==> src/hdl/sms_pkg.sv <==
// Shared types and constants for the sparse membership set.
package sms_pkg;

  localparam int unsigned VALUE_W      = 10;
  localparam int unsigned CFG_W        = 11;
  localparam int unsigned COUNT_OUT_W  = 11;
  localparam int unsigned UNIVERSE_DEF = 1024;
  localparam logic [CFG_W-1:0] UNIV_SIZE_RST = 11'd1024;

  typedef enum logic [1:0] {
    REQ_INSERT = 2'd0,
    REQ_REMOVE = 2'd1,
    REQ_TEST   = 2'd2,
    REQ_CLEAR  = 2'd3
  } req_e;

  typedef struct packed {
    logic capture;
    logic lookup;
    logic exec;
  } cmd_t;

  typedef struct packed {
    logic out_busy;
  } sts_t;

endpackage

==> src/hdl/sms_ctrl.sv <==
// Request sequencer: capture, lookup, execute.
module sms_ctrl
  import sms_pkg::*;
(
  input  logic clk_i,
  input  logic rst_ni,
  input  logic req_valid_i,
  output logic req_ready_o,
  input  sts_t sts_i,
  output cmd_t cmd_o
);

  typedef enum logic [2:0] {
    S_IDLE = 3'b001,
    S_LOOK = 3'b010,
    S_EXEC = 3'b100
  } state_e;

  state_e state_q, state_d;

  always_comb begin
    state_d     = state_q;
    cmd_o       = '0;
    req_ready_o = 1'b0;
    unique case (state_q)
      S_IDLE: begin
        req_ready_o = 1'b1;
        if (req_valid_i) begin
          cmd_o.capture = 1'b1;
          state_d       = S_LOOK;
        end
      end
      S_LOOK: begin
        cmd_o.lookup = 1'b1;
        state_d      = S_EXEC;
      end
      S_EXEC: begin
        if (!sts_i.out_busy) begin
          cmd_o.exec = 1'b1;
          state_d    = S_IDLE;
        end
      end
      default: state_d = S_IDLE;
    endcase
  end

  always_ff @(posedge clk_i or negedge rst_ni) begin
    if (!rst_ni) begin
      state_q <= S_IDLE;
    end else begin
      state_q <= state_d;
    end
  end

  a_capture_to_look: assert property (@(posedge clk_i) disable iff (!rst_ni)
    cmd_o.capture |=> (state_q == S_LOOK))
    else $error("capture not followed by lookup");

  a_look_to_exec: assert property (@(posedge clk_i) disable iff (!rst_ni)
    cmd_o.lookup |=> (state_q == S_EXEC))
    else $error("lookup not followed by execute");

  a_exec_needs_room: assert property (@(posedge clk_i) disable iff (!rst_ni)
    cmd_o.exec |-> !sts_i.out_busy)
    else $error("execute while result register busy");

endmodule

==> config.mk <==
export PLATFORM = sky130hd
export DESIGN_NAME = sms_ctrl
export DESIGN_NICKNAME = d
export VERILOG_FILES = /design/src/hdl/sms_pkg.sv /design/src/hdl/sms_ctrl.sv
export SDC_FILE = /design/constraint.sdc
export NUM_CORES = 1
export LEC_CHECK = 0
export ABC_CLOCK_PERIOD_IN_PS = 1900
export BUFFER_PORTS_ARGS = -buffer_cell sky130_fd_sc_hd__buf_2
export CAP_MARGIN = 20
export CELL_PAD_IN_SITES_DETAIL_PLACEMENT = 0
export CELL_PAD_IN_SITES_GLOBAL_PLACEMENT = 1
export CORE_AREA = 4 4 41 43
export DETAILED_ROUTE_END_ITERATION = 10
export DIE_AREA = 0 0 45 47
export GPL_ROUTABILITY_DRIVEN = 1
export PLACE_DENSITY = 0.45
export SYNTH_ARGS = -nofsm -noshare
export SYNTH_HDL_FRONTEND = slang
export SYNTH_SLANG_ARGS = --single-unit
==> constraint.sdc <==
create_clock -name clk_i -period 1.9 [get_ports clk_i]
set_clock_uncertainty 0.05 [all_clocks]
set_input_delay 0.38 -clock clk_i [delete_from_list [all_inputs] [get_ports clk_i]]
set_output_delay 0.38 -clock clk_i [all_outputs]
set_load 0.03 [all_outputs]
==> flow_metrics.env <==
export IMPL_syn_inst=12
export IMPL_ys_warnings_count=0
export IMPL_top_register="state_q"
export IMPL_largest_register_ffs=3
export IMPL_drt_iter0_drc=0
export IMPL_io_buffers=7
export IMPL_critical_path_max_stage_delay_ns=0.57
export IMPL_grt_max_degree=7
export IMPL_worstPathRequired_ns=1.47
export IMPL_gp_congestion=0.667
export IMPL_ctsHtreeMaxLevel=1
export IMPL_grt_setup_unrepaired="no"
export IMPL_fin_tns_setup_ns=0
export IMPL_dr_wl_met2_um=206
export IMPL_postCtsResizedCells=0
export IMPL_hold_violations=0
export IMPL_grt_remaining_overflow=0
export IMPL_vias_per_cell=3.74
export IMPL_critPathArrivalTime_ns=1.26
export IMPL_rows=13
export IMPL_holdWs_ns=0.365
export IMPL_path_max_fanout=6
export IMPL_clock_latency_ns=0.24
export IMPL_vias=142
export IMPL_cts_root_buf="clkbuf_4"
export IMPL_layout_drive_gt1_share_pct=60.9
export IMPL_ant_nets=0
export IMPL_synth_top_family_by_area="simple AND/OR/NAND/NOR gates"
export IMPL_synth_simple_gate_area_share_pct=48.9
export IMPL_routed_wirelength_um=376
export IMPL_crit_slowest_cell="dfstp_2"
export IMPL_fillers=150
export IMPL_vdd_drop_max_v=0.000451
export IMPL_wl_per_cell_um=9.89
export IMPL_synth_mux_area_fraction_pct=0
export IMPL_synthToLayoutAreaGrowth_pct=50.4
export IMPL_avgSynthCellArea_um2=13.7
export IMPL_die_y_um=47
export IMPL_clock_sinks=3
export IMPL_synth_compound_area_share_pct=0
export IMPL_status="finished clean"
export IMPL_wl_met3_um=4
export IMPL_p_leak_uw=0.000115
export IMPL_reg_top3="state_q (3)"
export IMPL_slew_violations=0
export IMPL_placed_area_um2=210
export IMPL_ys_seq_area_share_pct=46.6
export IMPL_fp_coreArea_um2=1300
export IMPL_cts_tree="done"
export IMPL_worst_pin_slew_ns=0.235
export IMPL_drc=0
export IMPL_wl_met1_um=143
export IMPL_power_density_nw_per_um2=1610
export IMPL_p_total_uw=397
export IMPL_setup_worst_path_end_class="output pin"
export IMPL_track_usage_pct=5.85
export IMPL_path_cells="and4bb_2 > buf_2"
export IMPL_start_util_pct=12.6
export IMPL_holdCritPathClass="in2reg"
export IMPL_ys_types=11
export IMPL_syn_num_nets=16
export IMPL_grt_pass1_vias=168
export IMPL_dieArea_um2=2120
export IMPL_slew_headroom_pct=84.1
export IMPL_min_period_over_period_pct=89.1
export IMPL_io_pins=8
export IMPL_cts_buffers=3
export IMPL_grt_pass1_wl_um=738
export IMPL_critical_path_class="reg2out"
export IMPL_netlist_area_um2=164
export IMPL_n_antenna_cell=0
export IMPL_crit_path_start_kind="flop"
export IMPL_antenna_found_initial=0
export IMPL_die_w_um=45
export IMPL_clkTransAtPathRegs_ns=0.04
export IMPL_min_period_ns=1.69
export IMPL_top_layer="met4"
export IMPL_setup_viol=0
export IMPL_synth_seq_cells=3
export IMPL_clock_path_buffers=2
export IMPL_dpl_hpwl_um=278
export IMPL_dr_pass1_iters=1
export IMPL_fmax_mhz=591
export IMPL_fin_nets=28
export IMPL_synth_xor_area_share_pct=0
export IMPL_cap_violations=0
export IMPL_synthAdderAreaFrac_pct=0
export IMPL_stdcell_area_um2=246
cell families (layout without fill, tap and decap cells):
kind of cell	Yosys count	in the layout
flip-flops	3	3
AND/OR/NAND/NOR	8	8
buffers and inverters	1	12
worst paths after layout:
| path | startpoint | to | slack (ns) | cells past startpoint |
|---|---|---|---|---|
| max reg2reg | state_q[0] | state_q[2] | 0.74 | 2 |
| max in group asynchronous | rst_ni | state_q[0] | 1.19 | 2 |
| min reg2reg | state_q[2] | state_q[1] | 0.48 | 1 |
| max | state_q[0] | cmd_o[2] | 0.21 | 2 |
| min in group asynchronous | rst_ni | state_q[1] | 0.42 | 2 |
| min | req_valid_i | state_q[1] | 0.37 | 2 |
cell usage in the layout, fill, tap and decap left out, drive strengths merged:
cell	count
nor3b	2
dfrtp	2
clkbuf	4
buf	7
dlygate4sd3	1
and4bb	2
or2	1
nor4b	1
dfstp	1
nor3	1
nor4bb	1
power breakdown:
part / switching [uW] / internal, uW / total [uW]
registers: 34.3 / 94.4 / 129
logic: 88.0 / 65.0 / 153
clock network: 36.2 / 78.9 / 115
total: 159 / 238 / 397
repair_timing:
action / CTS / global route
hold endpoints to repair: 2 / 0
hold buffers: 1 / 0
setup buffers: 0 / 0
per-stage QoR:
step	setup WS [ns]	utilization, %	instances
floorplan	0.00412	-	12
global placement	0.465	16.2	33
detailed placement	0.466	16.2	33
CTS	0.202	18.9	38
global route	0.159	18.9	38
finish	0.208	18.9	38
routing by layer:
layer  vias up  track usage, %
met5         -               0
met4         0            10.5
met3         3            3.45
met2         5            7.06
met1        67            5.00
li1         67               -
cell usage after synthesis, drive strengths merged:
library cell	number	area share, %
and4bb	2	15
dfrtp	2	31
nor3b	2	12
buf	1	4.6
dfstp	1	16
nor3	1	6.1
nor4b	1	5.3
nor4bb	1	6.1
or2	1	3.8
final cells by class:
cell class	instances	area, um^2	share of cell area (%)
Clock buffer	4	26.3	10.7
Multi-Input combinational cell	8	80.1	32.5
Tap cell	15	18.8	7.61
Sequential cell	3	76.3	31.0
Timing Repair Buffer	8	45.0	18.3
worst max-delay path: cells and delay by family (launching register included):
family	cells	cell delay (ns)
buffers and inverters	1	0.20
flip-flops	1	0.57
AND/OR/NAND/NOR	1	0.26
Note: power is estimated with default switching activity, not from simulation.
